==> config.mk <==
export PLATFORM = sky130hd
export DESIGN_NAME = line_ending_classifier_flat
export DESIGN_NICKNAME = d
export VERILOG_FILES = /design/src/hw/rtl/lec_pkg.sv /design/src/hw/rtl/lec_if.sv /design/src/hw/rtl/lec_track.sv /design/src/hw/rtl/line_ending_classifier.sv /design/src/flat_wrapper.sv
export SDC_FILE = /design/constraint.sdc
export NUM_CORES = 1
export LEC_CHECK = 0
export ABC_AREA = 0
export ABC_CLOCK_PERIOD_IN_PS = 7300
export BUFFER_PORTS_ARGS = -buffer_cell sky130_fd_sc_hd__buf_2
export CAP_MARGIN = 20
export CORE_ASPECT_RATIO = 1.25
export CORE_UTILIZATION = 58
export DETAILED_ROUTE_END_ITERATION = 12
export PLACE_DENSITY = 0.79
export SYNTH_ARGS = -nofsm -noshare
export SYNTH_HDL_FRONTEND = slang
export SYNTH_SLANG_ARGS = --single-unit
==> constraint.sdc <==
create_clock -name i_clk -period 7.3 [get_ports i_clk]
set_input_delay 0.365 -clock i_clk [delete_from_list [all_inputs] [get_ports i_clk]]
set_output_delay 0.365 -clock i_clk [all_outputs]
set_load 0.02 [all_outputs]
==> src/hw/rtl/lec_pkg.sv <==
// Shared types, constants and codes for the line ending classifier.
`default_nettype none

package lec_pkg;

    // Default sizing handed to the top level parameters
    localparam int ROW_BYTES_DEF  = 16;
    localparam int COUNT_BITS_DEF = 32;

    // Field widths of the beats
    localparam int BYTE_W   = 8;
    localparam int OUT_W    = 32;
    localparam int KIND_W   = 3;
    localparam int LIMIT_W  = 16;
    localparam int CFG_IDX_W = 8;
    localparam int CFG_DAT_W = 16;

    // Characters of interest
    localparam logic [BYTE_W-1:0] CH_LF = 8'h0A;
    localparam logic [BYTE_W-1:0] CH_CR = 8'h0D;

    // Configuration register indexes
    localparam logic [CFG_IDX_W-1:0] REG_SPLIT_ON_LINES = 8'd0;
    localparam logic [CFG_IDX_W-1:0] REG_ROW_LIMIT      = 8'd1;

    // Line ending classes
    typedef enum logic [KIND_W-1:0] {
        KIND_NONE  = 3'd0,
        KIND_LF    = 3'd1,
        KIND_CR    = 3'd2,
        KIND_CRLF  = 3'd3,
        KIND_MIXED = 3'd4
    } t_kind;

    // Configuration state
    typedef struct packed {
        logic               split_on_lines;
        logic [LIMIT_W-1:0] row_limit;
    } t_cfg;

    // One result beat
    typedef struct packed {
        logic [BYTE_W-1:0] byte_out;
        logic              row_start;
        logic [OUT_W-1:0]  row_offset;
        logic [OUT_W-1:0]  line_total;
        logic [KIND_W-1:0] ending_kind;
        logic              stop;
    } t_result;

endpackage

`default_nettype wire

==> src/hw/rtl/lec_if.sv <==
// Handshake channel interfaces: byte input, result output, configuration write.
`default_nettype none

interface lec_byte_if;
    logic                       valid;
    logic                       ready;
    logic [lec_pkg::BYTE_W-1:0] data_byte;

    modport source (output valid, output data_byte, input ready);
    modport sink   (input valid, input data_byte, output ready);
endinterface

interface lec_res_if;
    logic                       valid;
    logic                       ready;
    logic [lec_pkg::BYTE_W-1:0] byte_out;
    logic                       row_start;
    logic [lec_pkg::OUT_W-1:0]  row_offset;
    logic [lec_pkg::OUT_W-1:0]  line_total;
    logic [lec_pkg::KIND_W-1:0] ending_kind;
    logic                       stop;

    modport source (output valid, output byte_out, output row_start, output row_offset,
                    output line_total, output ending_kind, output stop, input ready);
    modport sink   (input valid, input byte_out, input row_start, input row_offset,
                    input line_total, input ending_kind, input stop, output ready);
endinterface

interface lec_cfg_if;
    logic                          valid;
    logic                          ready;
    logic [lec_pkg::CFG_IDX_W-1:0] index;
    logic [lec_pkg::CFG_DAT_W-1:0] data;

    modport source (output valid, output index, output data, input ready);
    modport sink   (input valid, input index, input data, output ready);
endinterface

`default_nettype wire

==> src/hw/rtl/lec_track.sv <==
// Per-byte tracker: CR pending, line and byte counters, ending class, row starts, stop.
`default_nettype none

module lec_track #(
    parameter int ROW_BYTES  = lec_pkg::ROW_BYTES_DEF,
    parameter int COUNT_BITS = lec_pkg::COUNT_BITS_DEF
) (
    input  wire logic                       i_clk,
    input  wire logic                       i_rst_n,
    input  wire logic                       i_accept,
    input  wire logic [lec_pkg::BYTE_W-1:0] i_byte,
    input  wire lec_pkg::t_cfg              i_cfg,
    output lec_pkg::t_result                o_result
);

    localparam int RP_W  = (ROW_BYTES > 1) ? $clog2(ROW_BYTES) : 1;
    localparam int CMP_W = (COUNT_BITS > lec_pkg::LIMIT_W) ? COUNT_BITS : lec_pkg::LIMIT_W;
    localparam int EXT_W = (COUNT_BITS > lec_pkg::OUT_W) ? COUNT_BITS : lec_pkg::OUT_W;
    localparam logic [RP_W-1:0] ROW_LAST = RP_W'(ROW_BYTES - 1);

    logic                  r_cr_pending, n_cr_pending;
    lec_pkg::t_kind        r_ending, n_ending;
    logic                  r_line_seen;
    logic [COUNT_BITS-1:0] r_byte_count, n_byte_count;
    logic [COUNT_BITS-1:0] r_line_count, n_line_count;
    logic [COUNT_BITS-1:0] r_row_count, n_row_count;
    logic [RP_W-1:0]       r_row_pos, n_row_pos;
    logic                  r_stopped, n_stopped;

    logic                  is_lf;
    logic                  line_event;
    lec_pkg::t_kind        event_kind;
    logic                  row_start;
    logic                  limit_hit;
    logic [EXT_W-1:0]      offset_ext;
    logic [EXT_W-1:0]      line_ext;

    // Line event detection and its class
    always_comb begin
        is_lf      = (i_byte == lec_pkg::CH_LF);
        line_event = is_lf || r_cr_pending;
        if (is_lf) begin
            event_kind = r_cr_pending ? lec_pkg::KIND_CRLF : lec_pkg::KIND_LF;
        end else begin
            event_kind = lec_pkg::KIND_CR;
        end
    end

    // Ending class: first kind wins, any different kind later makes it mixed
    always_comb begin
        n_ending = r_ending;
        if (line_event) begin
            if (r_ending == lec_pkg::KIND_NONE) begin
                n_ending = event_kind;
            end else if (r_ending != event_kind) begin
                n_ending = lec_pkg::KIND_MIXED;
            end
        end
    end

    // A CR always becomes the new pending CR; anything else clears it
    assign n_cr_pending = (i_byte == lec_pkg::CH_CR);

    // Row start before this byte
    always_comb begin
        if (i_cfg.split_on_lines) begin
            row_start = (r_byte_count == '0) || r_line_seen;
        end else begin
            row_start = (r_row_pos == '0);
        end
    end

    // Byte counter with row position and row count kept alongside
    always_comb begin
        n_byte_count = r_byte_count + 1'b1;
        n_row_pos    = r_row_pos;
        n_row_count  = r_row_count;
        if (&r_byte_count) begin
            // counter wraps to zero: row tracking restarts with it
            n_row_pos   = '0;
            n_row_count = '0;
        end else if (r_row_pos == ROW_LAST) begin
            n_row_pos   = '0;
            n_row_count = r_row_count + 1'b1;
        end else begin
            n_row_pos   = r_row_pos + 1'b1;
        end
    end

    // Saturating line counter
    always_comb begin
        n_line_count = r_line_count;
        if (line_event && !(&r_line_count)) begin
            n_line_count = r_line_count + 1'b1;
        end
    end

    // Limit check on the updated counts
    always_comb begin
        if (i_cfg.split_on_lines) begin
            limit_hit = CMP_W'(i_cfg.row_limit) < CMP_W'(n_line_count);
        end else begin
            limit_hit = CMP_W'(i_cfg.row_limit) <= CMP_W'(n_row_count);
        end
        n_stopped = r_stopped || ((i_cfg.row_limit != '0) && limit_hit);
    end

    // Result beat for the byte at the input
    always_comb begin
        offset_ext           = EXT_W'(r_byte_count);
        line_ext             = EXT_W'(n_line_count);
        o_result.byte_out    = i_byte;
        o_result.row_start   = row_start;
        o_result.row_offset  = offset_ext[lec_pkg::OUT_W-1:0];
        o_result.line_total  = line_ext[lec_pkg::OUT_W-1:0];
        o_result.ending_kind = n_ending;
        o_result.stop        = n_stopped;
    end

    // State update on each accepted byte
    always_ff @(posedge i_clk) begin
        if (!i_rst_n) begin
            r_cr_pending <= 1'b0;
            r_ending     <= lec_pkg::KIND_NONE;
            r_line_seen  <= 1'b0;
            r_byte_count <= '0;
            r_line_count <= COUNT_BITS'(1);
            r_row_count  <= '0;
            r_row_pos    <= '0;
            r_stopped    <= 1'b0;
        end else if (i_accept) begin
            r_cr_pending <= n_cr_pending;
            r_ending     <= n_ending;
            r_line_seen  <= line_event;
            r_byte_count <= n_byte_count;
            r_line_count <= n_line_count;
            r_row_count  <= n_row_count;
            r_row_pos    <= n_row_pos;
            r_stopped    <= n_stopped;
        end
    end

    // Stop is sticky
    a_stop_sticky: assert property (@(posedge i_clk) disable iff (!i_rst_n)
        r_stopped |=> r_stopped)
        else $error("stop flag dropped without reset");

    // Mixed class is never left
    a_mixed_sticky: assert property (@(posedge i_clk) disable iff (!i_rst_n)
        (r_ending == lec_pkg::KIND_MIXED) |=> (r_ending == lec_pkg::KIND_MIXED))
        else $error("mixed ending class left");

    // Line counter starts at one and saturates, so it is never zero
    a_line_nonzero: assert property (@(posedge i_clk) disable iff (!i_rst_n)
        i_accept |=> (r_line_count != '0))
        else $error("line counter reached zero");

endmodule

`default_nettype wire

==> src/hw/rtl/line_ending_classifier.sv <==
// Top level: configuration registers, byte tracker and registered result stage.
// Output: a result beat appears in the cycle after its byte is accepted.
// Throughput: one byte per cycle unless o_res stalls; the only storage between
//   the sides is the single result register, refilling in the cycle it drains.
// Reset (i_rst_n low, synchronous): config to zero, counters cleared, line count
//   to one, ending class to none, no result beat held.
`default_nettype none

module line_ending_classifier #(
    parameter int ROW_BYTES  = lec_pkg::ROW_BYTES_DEF,
    parameter int COUNT_BITS = lec_pkg::COUNT_BITS_DEF
) (
    input  wire logic i_clk,
    input  wire logic i_rst_n,
    lec_byte_if.sink  i_byte,
    lec_cfg_if.sink   i_cfg,
    lec_res_if.source o_res
);

    lec_pkg::t_cfg    r_cfg;
    lec_pkg::t_result r_res;
    lec_pkg::t_result step_res;
    logic             r_valid;
    logic             in_accept;

    // Result register takes a new beat when empty or draining
    assign i_byte.ready = !r_valid || o_res.ready;
    assign in_accept    = i_byte.valid && i_byte.ready;

    // Configuration writes are always taken
    assign i_cfg.ready = 1'b1;

    always_ff @(posedge i_clk) begin
        if (!i_rst_n) begin
            r_cfg <= '0;
        end else if (i_cfg.valid) begin
            case (i_cfg.index)
                lec_pkg::REG_SPLIT_ON_LINES: r_cfg.split_on_lines <= i_cfg.data[0];
                lec_pkg::REG_ROW_LIMIT:      r_cfg.row_limit      <= i_cfg.data;
                default: ;
            endcase
        end
    end

    lec_track #(
        .ROW_BYTES  (ROW_BYTES),
        .COUNT_BITS (COUNT_BITS)
    ) u_track (
        .i_clk    (i_clk),
        .i_rst_n  (i_rst_n),
        .i_accept (in_accept),
        .i_byte   (i_byte.data_byte),
        .i_cfg    (r_cfg),
        .o_result (step_res)
    );

    // Result register
    always_ff @(posedge i_clk) begin
        if (!i_rst_n) begin
            r_valid <= 1'b0;
        end else if (in_accept) begin
            r_valid <= 1'b1;
        end else if (o_res.ready) begin
            r_valid <= 1'b0;
        end
    end

    always_ff @(posedge i_clk) begin
        if (in_accept) begin
            r_res <= step_res;
        end
    end

    assign o_res.valid       = r_valid;
    assign o_res.byte_out    = r_res.byte_out;
    assign o_res.row_start   = r_res.row_start;
    assign o_res.row_offset  = r_res.row_offset;
    assign o_res.line_total  = r_res.line_total;
    assign o_res.ending_kind = r_res.ending_kind;
    assign o_res.stop        = r_res.stop;

    // Every accepted byte leaves a beat in the result register
    a_beat_held: assert property (@(posedge i_clk) disable iff (!i_rst_n)
        in_accept |=> r_valid)
        else $error("accepted byte produced no result beat");

    // A stalled result beat stays put until taken
    a_res_stable: assert property (@(posedge i_clk) disable iff (!i_rst_n)
        (r_valid && !o_res.ready) |=> (r_valid && $stable(r_res)))
        else $error("stalled result beat changed");

    // An empty result register never blocks the input
    a_empty_ready: assert property (@(posedge i_clk) disable iff (!i_rst_n)
        !r_valid |-> i_byte.ready)
        else $error("input blocked with empty result register");

endmodule

`default_nettype wire
==> src/flat_wrapper.sv <==
// flat-port wrapper written by rule: the top's interface ports become plain ports
module line_ending_classifier_flat 
#(
    parameter int ROW_BYTES  = lec_pkg::ROW_BYTES_DEF,
    parameter int COUNT_BITS = lec_pkg::COUNT_BITS_DEF
)
  (i_clk, i_rst_n, i_byte_valid, i_byte_data_byte, i_byte_ready, i_cfg_valid, i_cfg_index, i_cfg_data, i_cfg_ready, o_res_valid, o_res_byte_out, o_res_row_start, o_res_row_offset, o_res_line_total, o_res_ending_kind, o_res_stop, o_res_ready);
  lec_byte_if i_byte_i ();
  lec_cfg_if i_cfg_i ();
  lec_res_if o_res_i ();
  input  wire logic i_clk;
  input  wire logic i_rst_n;
  input wire logic [$bits(i_byte_i.valid)-1:0] i_byte_valid;
  input wire logic [$bits(i_byte_i.data_byte)-1:0] i_byte_data_byte;
  output wire logic [$bits(i_byte_i.ready)-1:0] i_byte_ready;
  input wire logic [$bits(i_cfg_i.valid)-1:0] i_cfg_valid;
  input wire logic [$bits(i_cfg_i.index)-1:0] i_cfg_index;
  input wire logic [$bits(i_cfg_i.data)-1:0] i_cfg_data;
  output wire logic [$bits(i_cfg_i.ready)-1:0] i_cfg_ready;
  output wire logic [$bits(o_res_i.valid)-1:0] o_res_valid;
  output wire logic [$bits(o_res_i.byte_out)-1:0] o_res_byte_out;
  output wire logic [$bits(o_res_i.row_start)-1:0] o_res_row_start;
  output wire logic [$bits(o_res_i.row_offset)-1:0] o_res_row_offset;
  output wire logic [$bits(o_res_i.line_total)-1:0] o_res_line_total;
  output wire logic [$bits(o_res_i.ending_kind)-1:0] o_res_ending_kind;
  output wire logic [$bits(o_res_i.stop)-1:0] o_res_stop;
  input wire logic [$bits(o_res_i.ready)-1:0] o_res_ready;
  assign i_byte_i.valid = i_byte_valid;
  assign i_byte_i.data_byte = i_byte_data_byte;
  assign i_byte_ready = i_byte_i.ready;
  assign i_cfg_i.valid = i_cfg_valid;
  assign i_cfg_i.index = i_cfg_index;
  assign i_cfg_i.data = i_cfg_data;
  assign i_cfg_ready = i_cfg_i.ready;
  assign o_res_valid = o_res_i.valid;
  assign o_res_byte_out = o_res_i.byte_out;
  assign o_res_row_start = o_res_i.row_start;
  assign o_res_row_offset = o_res_i.row_offset;
  assign o_res_line_total = o_res_i.line_total;
  assign o_res_ending_kind = o_res_i.ending_kind;
  assign o_res_stop = o_res_i.stop;
  assign o_res_i.ready = o_res_ready;
  line_ending_classifier #(.ROW_BYTES(ROW_BYTES), .COUNT_BITS(COUNT_BITS)) u_core (.i_clk(i_clk), .i_rst_n(i_rst_n), .i_byte(i_byte_i), .i_cfg(i_cfg_i), .o_res(o_res_i));
endmodule
==> results of run 1 <==
power by group:
part / internal (W) / switching, W
Sequential: 0.00119 / 0.00000888
Combinational: 0.0000376 / 0.0000860
Clock: 0.000618 / 0.000437
Total: 0.00185 / 0.000531
worst max-delay path, delay by kind of cell, from the launching register on:
family                     cells  cell delay (ps)
DFF                            1              430
AOI/OAI and AO/OA              5             1220
xor gates and xnor gates       1              230
and+or+nand+nor                8             2290
adders and majority gates      1              220
metrics by stage:
stage / setup slack, ps / utilization (%)
final: 2670 / 67.4
after global routing: 2430 / 67.4
after CTS: 2730 / 67.4
after detailed placement: 2450 / 63.5
after global placement: 2630 / 63.5
after floorplan: 3100 / -
cell type report:
cell class,count,area [sq um],area share (%)
multi-input cells,816,5390,45.4
flip-flops and latches,201,4790,40.4
repair buffers,121,621,5.22
clock buffers,24,557,4.69
well taps,224,280,2.36
clock inverters,12,124,1.04
inverters,30,115,0.969
cells in the final DEF (no fill, tap or decap), drive strengths merged, types with 45 or more instances in the layout:
| cell type | netlist | routed |
|---|---|---|
| nor2 | 50 | 50 |
| nor2b | 45 | 45 |
| and2 | 62 | 62 |
| xnor2 | 75 | 75 |
| dfxtp | 124 | 124 |
| nand4 | 47 | 47 |
| nand3 | 48 | 48 |
| edfxtp | 77 | 77 |
| buf | 19 | 121 |
| nand2 | 105 | 105 |
state kept, by name, summed over array words and instances, names as in the netlist, 3 cells and up:
register / count
u_core.o_res.byte_out: 8
u_core.u_track.r_row_pos: 4
u_core.u_track.r_ending: 3
u_core.o_res.row_offset: 32
u_core.o_res.ending_kind: 3
u_core.u_track.r_row_count: 32
u_core.u_track.offset_ext: 32
u_core.u_track.r_line_count: 32
u_core.o_res.line_total: 32
u_core.r_cfg: 17
routing by layer:
metal,global-route usage [%],wire length (um)
met1,32.8,10100
met2,41.4,10900
met3,4.23,1350
met4,7.67,580
met5,0,0
logic make-up (layout without fill, tap and decap cells):
family	count (synthesis)	after routing	share of synthesized area (%)
compound gates	147	147	8.93
xor+xnor	114	114	9.49
fa+ha+maj	37	37	4.40
buf+inv	84	187	3.29
flops	201	201	45.5
mux	21	21	2.01
other cells	1	1	0.0356
simple gates	496	496	26.3
worst max path at each step:
stage	endpoint	cells after the start
floorplan	u_core.o_res.stop	17
global placement	u_core.o_res.stop	17
finish	u_core.o_res.stop	15
CTS	u_core.o_res.stop	15
detailed placement	u_core.o_res.stop	17
global route	u_core.o_res.stop	15
==> metrics.md, run 1 <==
| Metric | Value |
|---|---|
| Nets | approximately 1300 |
| Share of Yosys cell area claimed by the top area cell type | around a quarter |
| Worst Tran Pin Value | between 1000 and 1500 ps |
| CTS Hold Bufs | 0 |
| Most common cell in the netlist | dfxtp_1 |
| Max Root-Sink Buffers | 3 |
| Synth top area cells | dfxtp_1, edfxtp_1, xnor2_1, ha_1, nand2_1 |
| Layout cells sized above 1 | approximately 14% |
| GR Overflow Total | 0 |
| Clk_lat worst skew | about 510 ps |
| Fill cell count | 1415 |
| Final HPWL DP | approximately 16000 um |
| # clock sinks | about 200 |
| Cell taking the most area after synthesis | dfxtp_1 |
| Fin area | around 12000 sq um |
| Final ANT Viol Nets | 0 |
| Worst-path clk slew | ~70 ps |
| Power per cell area | ~200 nW/um^2 |
| Critical-path cell list | nand4_1 > or4_4 > o21ai_2 > nor2_1 > nand3_1 > xor2_1 > ha_1 > nor3_1 > a211oi_1 > o211ai_1 > o2111ai_1 > o22ai_1 > or4_1 > nor4_2 > nor2_1 |
| Critical Path Source Type | flop |
| Worst Clk Skew | between 20 and 25 ps |
| Highest-delay cell along the critical path | or4_4 |
| Hold path endpoint | u_core.o_res.byte_out[4] |
| Synth Instances | around 1100 |
| Slew HR | 26.2% |
| Worst Hold Launch | i_byte_data_byte[4] |
| Final Setup Violations | 0 |
| Gpl congestion | 0.903 |
| Hold depth | 1 |
| PortBufs | approximately 120 |
| CTS tree | done |
| GRT Total Usage | 24.9% |
| Drt via density | 5.84 |
| DR iter-0 viols | 571 |
| Critical Path RT | ~7600 ps |
| Cell row count | 54 |
| Reg2reg start | u_core.u_track.r_line_count[12] |
| Post-synth EDFFs | 77 |
| Die footprint | ~19000 sq um |
| Root buffer cell | clkbuf_16 |
| Largest net degree at the start of global routing | about 130 |
| Tot Pwr | about 0.0024 W |
| Mapped Nets | roughly 1200 |
| Placement Cell Area | roughly 11000 sq um |
| Residual DRC | 0 |
| Cts bufs inserted | 20 |
| Max VDD drop | around 0.00017 V |
| Wire per inst | approximately 16 um |
| Reg2reg setup slack | approximately 2700 ps |
| Worst Reg-to-Reg Cells | 15 |
| Final WL | ~23000 um |
| Crit-path max cell delay | ~640 ps |
| Slew Limit Fails | 0 |
| Critical Path AT | around 4900 ps |
| Post-synthesis register bit count | between 200 and 250 |
| Chip width | approximately 120 um |
| DRT Pass-1 Iters | 6 |
| Post-cts repair resize count | 0 |
| Most frequent CP cell | nor2_1 |
| Starting Density | between 50 and 60% |
| Critical path type | reg -> reg |
| Setup Fix Bufs, Post-CTS | 0 |
| Ant. Diodes | 0 |
| Worst min-delay path class | in -> reg |
| Vias | 8334 |
| Max-capacitance violation count | 0 |
| Worst setup EP type | flop |
| Inst Count DP | around 1400 |
| Unrepaired setup endpoints after global routing | no |
| Num ports | between 100 and 150 |
| Core area | ~18000 sq um |
| Most common flop cell mapped by yosys | dfxtp_1 |
| Vias in the first global route | roughly 7800 |
| P&R area growth vs syn | 12.9% |
| Seq/Total Area, Yosys | between 40% and 50% |
| Hold WS | between 50 and 60 ps |
| Cell area after synthesis | approximately 11000 sq um |
| Synth cell count leaders | dfxtp_1, nand2_1, edfxtp_1, xnor2_1, and2_1 |
| Die height | 153 um |
| Max Fclk | around 220 MHz |
| Ys Warns | 0 |
| Fin crit share | a little under two thirds |
| Initial antenna violation count | 0 |
| R2R Path End | u_core.o_res.stop |
| Unique cell type count in the Yosys netlist | 67 |
| First-pass GRT wire length | 38000 um |
| Crit path launch | u_core.u_track.r_line_count[12] |
| Status | finished, final reports clean |
| CTS H-Tree Depth | 1 |
| Post-synth ARST share | 0% |
| Crit path max fanout | 11 |
| Min cycle time layout | ~4600 ps |
| Avg Cell Area, Syn | between 9 and 10 sq um |
| Final number of hold-violating endpoints | 0 |
| Setup tns final | 0 ps |
| Fin cells | about 1400 |
| Leak Pwr | 4.68 nW |
No activity file was read; power rests on OpenSTA's default activity.
==> run 2, diff against run 1 <==
--- a/config.mk
+++ b/config.mk
@@ -6,13 +6,13 @@
 export NUM_CORES = 1
 export LEC_CHECK = 0
 export ABC_AREA = 0
-export ABC_CLOCK_PERIOD_IN_PS = 7300
+export ABC_CLOCK_PERIOD_IN_PS = 4000
 export BUFFER_PORTS_ARGS = -buffer_cell sky130_fd_sc_hd__buf_2
 export CAP_MARGIN = 20
 export CORE_ASPECT_RATIO = 1.25
-export CORE_UTILIZATION = 58
+export CORE_UTILIZATION = 53
 export DETAILED_ROUTE_END_ITERATION = 12
-export PLACE_DENSITY = 0.79
+export PLACE_DENSITY = 0.76
 export SYNTH_ARGS = -nofsm -noshare
 export SYNTH_HDL_FRONTEND = slang
 export SYNTH_SLANG_ARGS = --single-unit
==> constraint.sdc (replaced) <==
create_clock -name i_clk -period 4 [get_ports i_clk]
set_input_delay 0.2 -clock i_clk [delete_from_list [all_inputs] [get_ports i_clk]]
set_output_delay 0.2 -clock i_clk [all_outputs]
set_load 0.02 [all_outputs]
==> metrics.md, run 2 (synthesis gave the netlist of run 1 again) <==
| Metric | Value |
|---|---|
| Status | finished, final reports clean (unchanged) |
| Critical Path RT | 4240 ps (was 7560 ps) |
| Gpl congestion | 0.893 (was 0.903) |
| Power per cell area | 343 nW/um^2 (was 200 nW/um^2) |
| Die footprint | 20400 sq um (was 18700 sq um) |
| Clk_lat worst skew | 510 ps (about the same) |
| Fin area | 12800 sq um (was 11900 sq um) |
| Worst min-delay path class | in -> reg (unchanged) |
| DR iter-0 viols | 641 (was 571) |
| Fin cells | 1570 (was 1428) |
| First-pass GRT wire length | 39900 um (was 38000 um) |
| Placement Cell Area | 11800 sq um (was 11200 sq um) |
| CTS tree | done (unchanged) |
| Vias | 8767 (was 8334) |
| Worst setup EP type | flop (unchanged) |
| Max Fclk | 259 MHz (was 216 MHz) |
| Slew Limit Fails | 0 (unchanged) |
| Leak Pwr | 5.19 nW (was 4.68 nW) |
| Final number of hold-violating endpoints | 0 (unchanged) |
| Fill cell count | 1559 (was 1415) |
| DRT Pass-1 Iters | 5 (was 6) |
| Min cycle time layout | 3860 ps (was 4630 ps) |
| Ant. Diodes | 0 (unchanged) |
| Num ports | 117 (unchanged) |
| Max VDD drop | 0.000366 V (was 0.000167 V) |
| Slew HR | 38.9% (was 26.2%) |
| GR Overflow Total | 0 (unchanged) |
| DP Worst Slack | -164 ps (was 2450 ps) |
| Final HPWL DP | 16900 um (was 15600 um) |
| Inst Count DP | 1504 (was 1392) |
| Cell row count | 57 (was 54) |
| CTS H-Tree Depth | 1 (unchanged) |
| Fin crit share | 96.5% (was 63.4%) |
| Fin worst setup slack | 139 ps (was 2670 ps) |
| Largest net degree at the start of global routing | 61 (was 125) |
| Residual DRC | 0 (unchanged) |
| Final WL | 24300 um (was 23000 um) |
| PortBufs | 115 (unchanged) |
| Final Setup Violations | 0 (unchanged) |
| Final ANT Viol Nets | 0 (unchanged) |
| Crit path max fanout | 4 (was 11) |
| Hold depth | 3 (was 1) |
| Drt via density | 5.58 (was 5.84) |
| Most frequent cells in the layout | dfxtp_1, buf_2, nand2_1 (unchanged) |
| Hold WS | 17.3 ps (was 53.5 ps) |
| Chip width | 128 um (was 122 um) |
| Core area | 19500 sq um (was 17600 sq um) |
| Worst Tran Pin Value | 914 ps (was 1100 ps) |
| # clock sinks | 201 (unchanged) |
| Worst-path clk slew | 60 ps (was 70 ps) |
| Worst Reg-to-Reg Cells | 16 (was 15) |
| Most common cell after layout, fill and taps aside | dfxtp_1 (unchanged) |
| Root buffer cell | clkbuf_16 (unchanged) |
| Area of the multi-input gates | 5440 sq um (was 5390 sq um) |
| Worst Clk Skew | 14.7 ps (was 22.6 ps) |
| GRT Total Usage | 24.0% (was 24.9%) |
| Vias in the first global route | 8367 (was 7807) |
| Layout cells sized above 1 | 19.8% (was 14.4%) |
| Critical path type | reg -> reg (unchanged) |
| Max-capacitance violation count | 0 (unchanged) |
| Cts bufs inserted | 21 (was 20) |
| Critical Path AT | 4100 ps (was 4890 ps) |
| Critical Path Source Type | flop (unchanged) |
| Max Root-Sink Buffers | 3 (unchanged) |
| Starting Density | 54.1% (was 59.7%) |
| Unrepaired setup endpoints after global routing | yes (was no) |
| P&R area growth vs syn | 22.0% (was 12.9%) |
| Die height | 160 um (was 153 um) |
| Sequential Area | 4800 sq um (was 4790 sq um) |
| Nets | 1365 (was 1264) |
| Wire per inst | 15.5 um (was 16.1 um) |
| Initial antenna violation count | 0 (unchanged) |
## run 2: cell count changes in the layout (fill, tap and decap cells not counted), moves of 3 or more
cell	delta
dfxtp_1	-3
dfxtp_2	+3
buf_4	+75
dlygate4sd3_1	+24
## run 2: layer usage
metal / routed length (um) / share of wire, % / vias to the layer above / GRT usage (%)
met5: 0 / 0 / - / 0
met4: 418 / 1.7 / 0 / 6.52
met3: 1310 / 5.4 / 34 / 3.33
met2: 12000 / 49 / 248 / 42.3
met1: 10600 / 44 / 4156 / 30.5
li1: - / - / 4329 / -
## run 2: where the power goes
group	switching, W	total (W)	internal [W]
Sequential	0.0000158	0.00219	0.00217
Clock	0.000796	0.00197	0.00117
Combinational	0.000164	0.000255	0.0000905
## run 2: worst max-delay path, stage by stage (launching register included)
cell and delay, ps:
dfxtp_1 340, nand4_2 140, or4_4 580, o21ai_4 180, buf_4 140, nor4_1 60
buf_4 140, xnor2_1 140, ha_1 330, nand4_1 110, a211oi_2 240, o211ai_1 160
o2111ai_2 130, o22ai_1 120, or4_4 550, nor4_4 160, nor2_1 70
## run 2: metrics by stage
| step | TNS [ps] | util (%) | total power, W |
|---|---|---|---|
| after floorplan | 0 | - | 0.00238 |
| after global placement | -148 | 60.5 | 0.00246 |
| after detailed placement | -291 | 60.7 | 0.00247 |
| after CTS | 0 | 65.5 | 0.00445 |
| after global routing | -27.9 | 65.9 | 0.00457 |
| final | 0 | 65.9 | 0.00441 |
## run 2: layout make-up
type                       count  share of cell area, %
clock buffer                  30                   4.93
timing repair buffer         221                   11.3
multi-input combinational    816                   42.4
clock inverter                 7                  0.565
sequential                   201                   37.4
tap                          265                   2.58
inverter                      30                  0.897
## run 2: final timing paths
path,slack (ps),startpoint,to
max,140,u_core.u_track.r_line_count[11],u_core.o_res.stop
min,20,o_res_ready,u_core.o_res.valid
max reg2reg,140,u_core.u_track.r_line_count[11],u_core.o_res.stop
min reg2reg,490,u_core.u_track.offset_ext[0],u_core.o_res.row_offset[0]
## run 2: what timing repair did
action                                  4_1_cts  5_1_grt
hold buffers                                 24        0
resized for setup                             0       10
setup buffers                                 0        5
endpoints found under the hold margin        24        0
endpoints found under the setup margin        0        2
==> run 3, diff against run 2 <==
--- a/config.mk
+++ b/config.mk
@@ -10,6 +10,7 @@
 export BUFFER_PORTS_ARGS = -buffer_cell sky130_fd_sc_hd__buf_2
 export CAP_MARGIN = 20
 export CORE_ASPECT_RATIO = 1.25
+export CORE_MARGIN = 5
 export CORE_UTILIZATION = 53
 export DETAILED_ROUTE_END_ITERATION = 12
 export PLACE_DENSITY = 0.76
==> metrics.md, run 3 (synthesis gave the netlist of run 1 again) <==
| Metric | Value |
|---|---|
| Final ANT Viol Nets | 0 (unchanged) |
| Leak Pwr | 5.20 nW (was 5.19 nW) |
| Tot Pwr | 0.00427 W (was 0.00441 W) |
| Crit path to | u_core.o_res.stop (unchanged) |
| Critical path type | reg -> reg (unchanged) |
| Reg2reg start | u_core.u_track.r_line_count[1] (was u_core.u_track.r_line_count[11]) |
| Failing checks | setup timing |
| DRT Pass-1 Iters | 6 (was 5) |
| Cell row count | 57 (unchanged) |
| Fin worst setup slack | -66.1 ps (was 139 ps) |
| First-pass GRT wire length | 40600 um (was 39900 um) |
| R2R Path End | u_core.o_res.stop (unchanged) |
| Crit path launch | u_core.u_track.r_line_count[1] (was u_core.u_track.r_line_count[11]) |
| Most frequent cells in the layout | dfxtp_1, buf_2, nand2_1 (unchanged) |
| Die height | 168 um (was 160 um) |
| Worst Tran Pin Value | 851 ps (was 914 ps) |
| Chip width | 136 um (was 128 um) |
| Reg2reg setup slack | -70 ps (was 140 ps) |
| Residual DRC | 0 (unchanged) |
| Worst min-delay path class | in -> reg (unchanged) |
| Final number of hold-violating endpoints | 0 (unchanged) |
| Vias | 8846 (was 8767) |
| Slew Limit Fails | 0 (unchanged) |
| GR Overflow Total | 0 (unchanged) |
| Core area | 19500 sq um (unchanged) |
| CTS tree | done (unchanged) |
| Max VDD drop | 0.000292 V (was 0.000366 V) |
| Status | complete, but fails checks (was finished, final reports clean) |
| GRT Total Usage | 21.3% (was 24.0%) |
| Max Root-Sink Buffers | 3 (unchanged) |
| Num ports | 117 (unchanged) |
| Power per cell area | 330 nW/um^2 (was 343 nW/um^2) |
| Cts bufs inserted | 20 (was 21) |
| Gpl congestion | 0.915 (was 0.893) |
| # clock sinks | 201 (unchanged) |
| Crit path max fanout | 4 (unchanged) |
| Min cycle time layout | 4070 ps (was 3860 ps) |
| Fin crit share | 102% (was 96.5%) |
| Slew HR | 43.1% (was 38.9%) |
| Nets | 1366 (was 1365) |
| Unrepaired setup endpoints after global routing | yes (unchanged) |
| Clk_lat worst skew | 490 ps (was 510 ps) |
| CTS H-Tree Depth | 1 (unchanged) |
| Ant. Diodes | 0 (unchanged) |
| Worst setup EP type | flop (unchanged) |
| PortBufs | 115 (unchanged) |
| Worst-path clk slew | 60 ps (about the same) |
| Wire per inst | 16.3 um (was 15.5 um) |
| Critical Path RT | 4240 ps (about the same) |
| DR iter-0 viols | 548 (was 641) |
| Max Fclk | 246 MHz (was 259 MHz) |
| Drt via density | 5.63 (was 5.58) |
| Worst Clk Skew | 9.10 ps (was 14.7 ps) |
| Layout cells sized above 1 | 20.8% (was 19.8%) |
| Root buffer cell | clkbuf_16 (unchanged) |
| Final HPWL DP | 17600 um (was 16900 um) |
| Max-capacitance violation count | 0 (unchanged) |
| Most common cell after layout, fill and taps aside | dfxtp_1 (unchanged) |
| Vias in the first global route | 8354 (was 8367) |
| P&R area growth vs syn | 22.8% (was 22.0%) |
| Initial antenna violation count | 0 (unchanged) |
| Final WL | 25600 um (was 24300 um) |
| Critical Path Source Type | flop (unchanged) |
| Die footprint | 22800 sq um (was 20400 sq um) |
| Final Setup Violations | 2 (was 0) |
| Starting Density | 54.1% (unchanged) |
| Setup tns final | -101 ps (was 0 ps) |
| Largest net degree at the start of global routing | 65 (was 61) |
| Critical Path AT | 4310 ps (was 4100 ps) |
| Worst Reg-to-Reg Cells | 17 (was 16) |
## run 3: what timing repair did
item,in CTS,in global routing
pin swaps,0,21
endpoints found under the hold margin,24,0
hold buffers,23,0
gates resized for setup,2,30
gates cloned,0,0
setup endpoints to repair,2,2
buffers inserted,0,9
## run 3: through the flow
stage / instance area, sq um / utilization, % / setup WS [ps] / instances / hold WS [ps]
global route: 12900 / 66.4 / -186 / 1571 / 7.67
floorplan: 10500 / - / 12.5 / 1101 / 299
finish: 12900 / 66.4 / -66.1 / 1571 / 18.1
global placement: 11800 / 60.5 / -81.6 / 1502 / 394
detailed placement: 11800 / 60.5 / -189 / 1502 / 402
CTS: 12700 / 65.1 / 4.28 / 1561 / 0.141
## run 3: how the worst min path moves through the flow
stage	start	end	slack [ps]	cells past startpoint
5_1_grt	i_byte_data_byte[7]	u_core.o_res.byte_out[7]	8	2
4_1_cts	i_byte_data_byte[7]	u_core.o_res.byte_out[7]	0.1	2
2_1_floorplan	i_byte_data_byte[0]	u_core.o_res.byte_out[0]	300	0
3_5_place_dp	i_byte_data_byte[4]	u_core.o_res.byte_out[4]	400	1
6_report	i_byte_data_byte[7]	u_core.o_res.byte_out[7]	20	2
3_3_place_gp	i_byte_data_byte[5]	u_core.o_res.byte_out[5]	390	1
## run 3: layer usage
layer,GRT usage [%],wire length [um]
met1,27.4,10900
met2,36.9,12400
met3,2.94,1620
met4,6.62,675
met5,0,0
## run 3: final cells by class
cell class / count / area [sq um]
fill: 1540 / 6540
timing repair buffer: 223 / 1490
inverter: 30 / 115
clock buffer: 25 / 551
clock inverter: 11 / 87.6
multi-input combinational: 816 / 5560
tap: 265 / 332
sequential: 201 / 4800
## run 3: worst max-delay path, cell delays in order, from the launching register on
cell       delay, ps
dfxtp_2          350
ha_4             160
nand3_4           80
or4_4            590
o21ai_4          240
buf_6            130
nor4_2            40
buf_4            140
xnor2_2          140
ha_1             320
nand4_1          130
a211oi_2         270
o211ai_1         140
o2111ai_2        120
o22ai_2          110
or4_4            530
nor4_4           240
nor2_1            70
## run 3: report_power, final
| part | switching [W] | total, W | internal, W |
|---|---|---|---|
| registers | 0.0000165 | 0.00219 | 0.00217 |
| logic | 0.000168 | 0.000261 | 0.0000930 |
| clock network | 0.000773 | 0.00182 | 0.00105 |
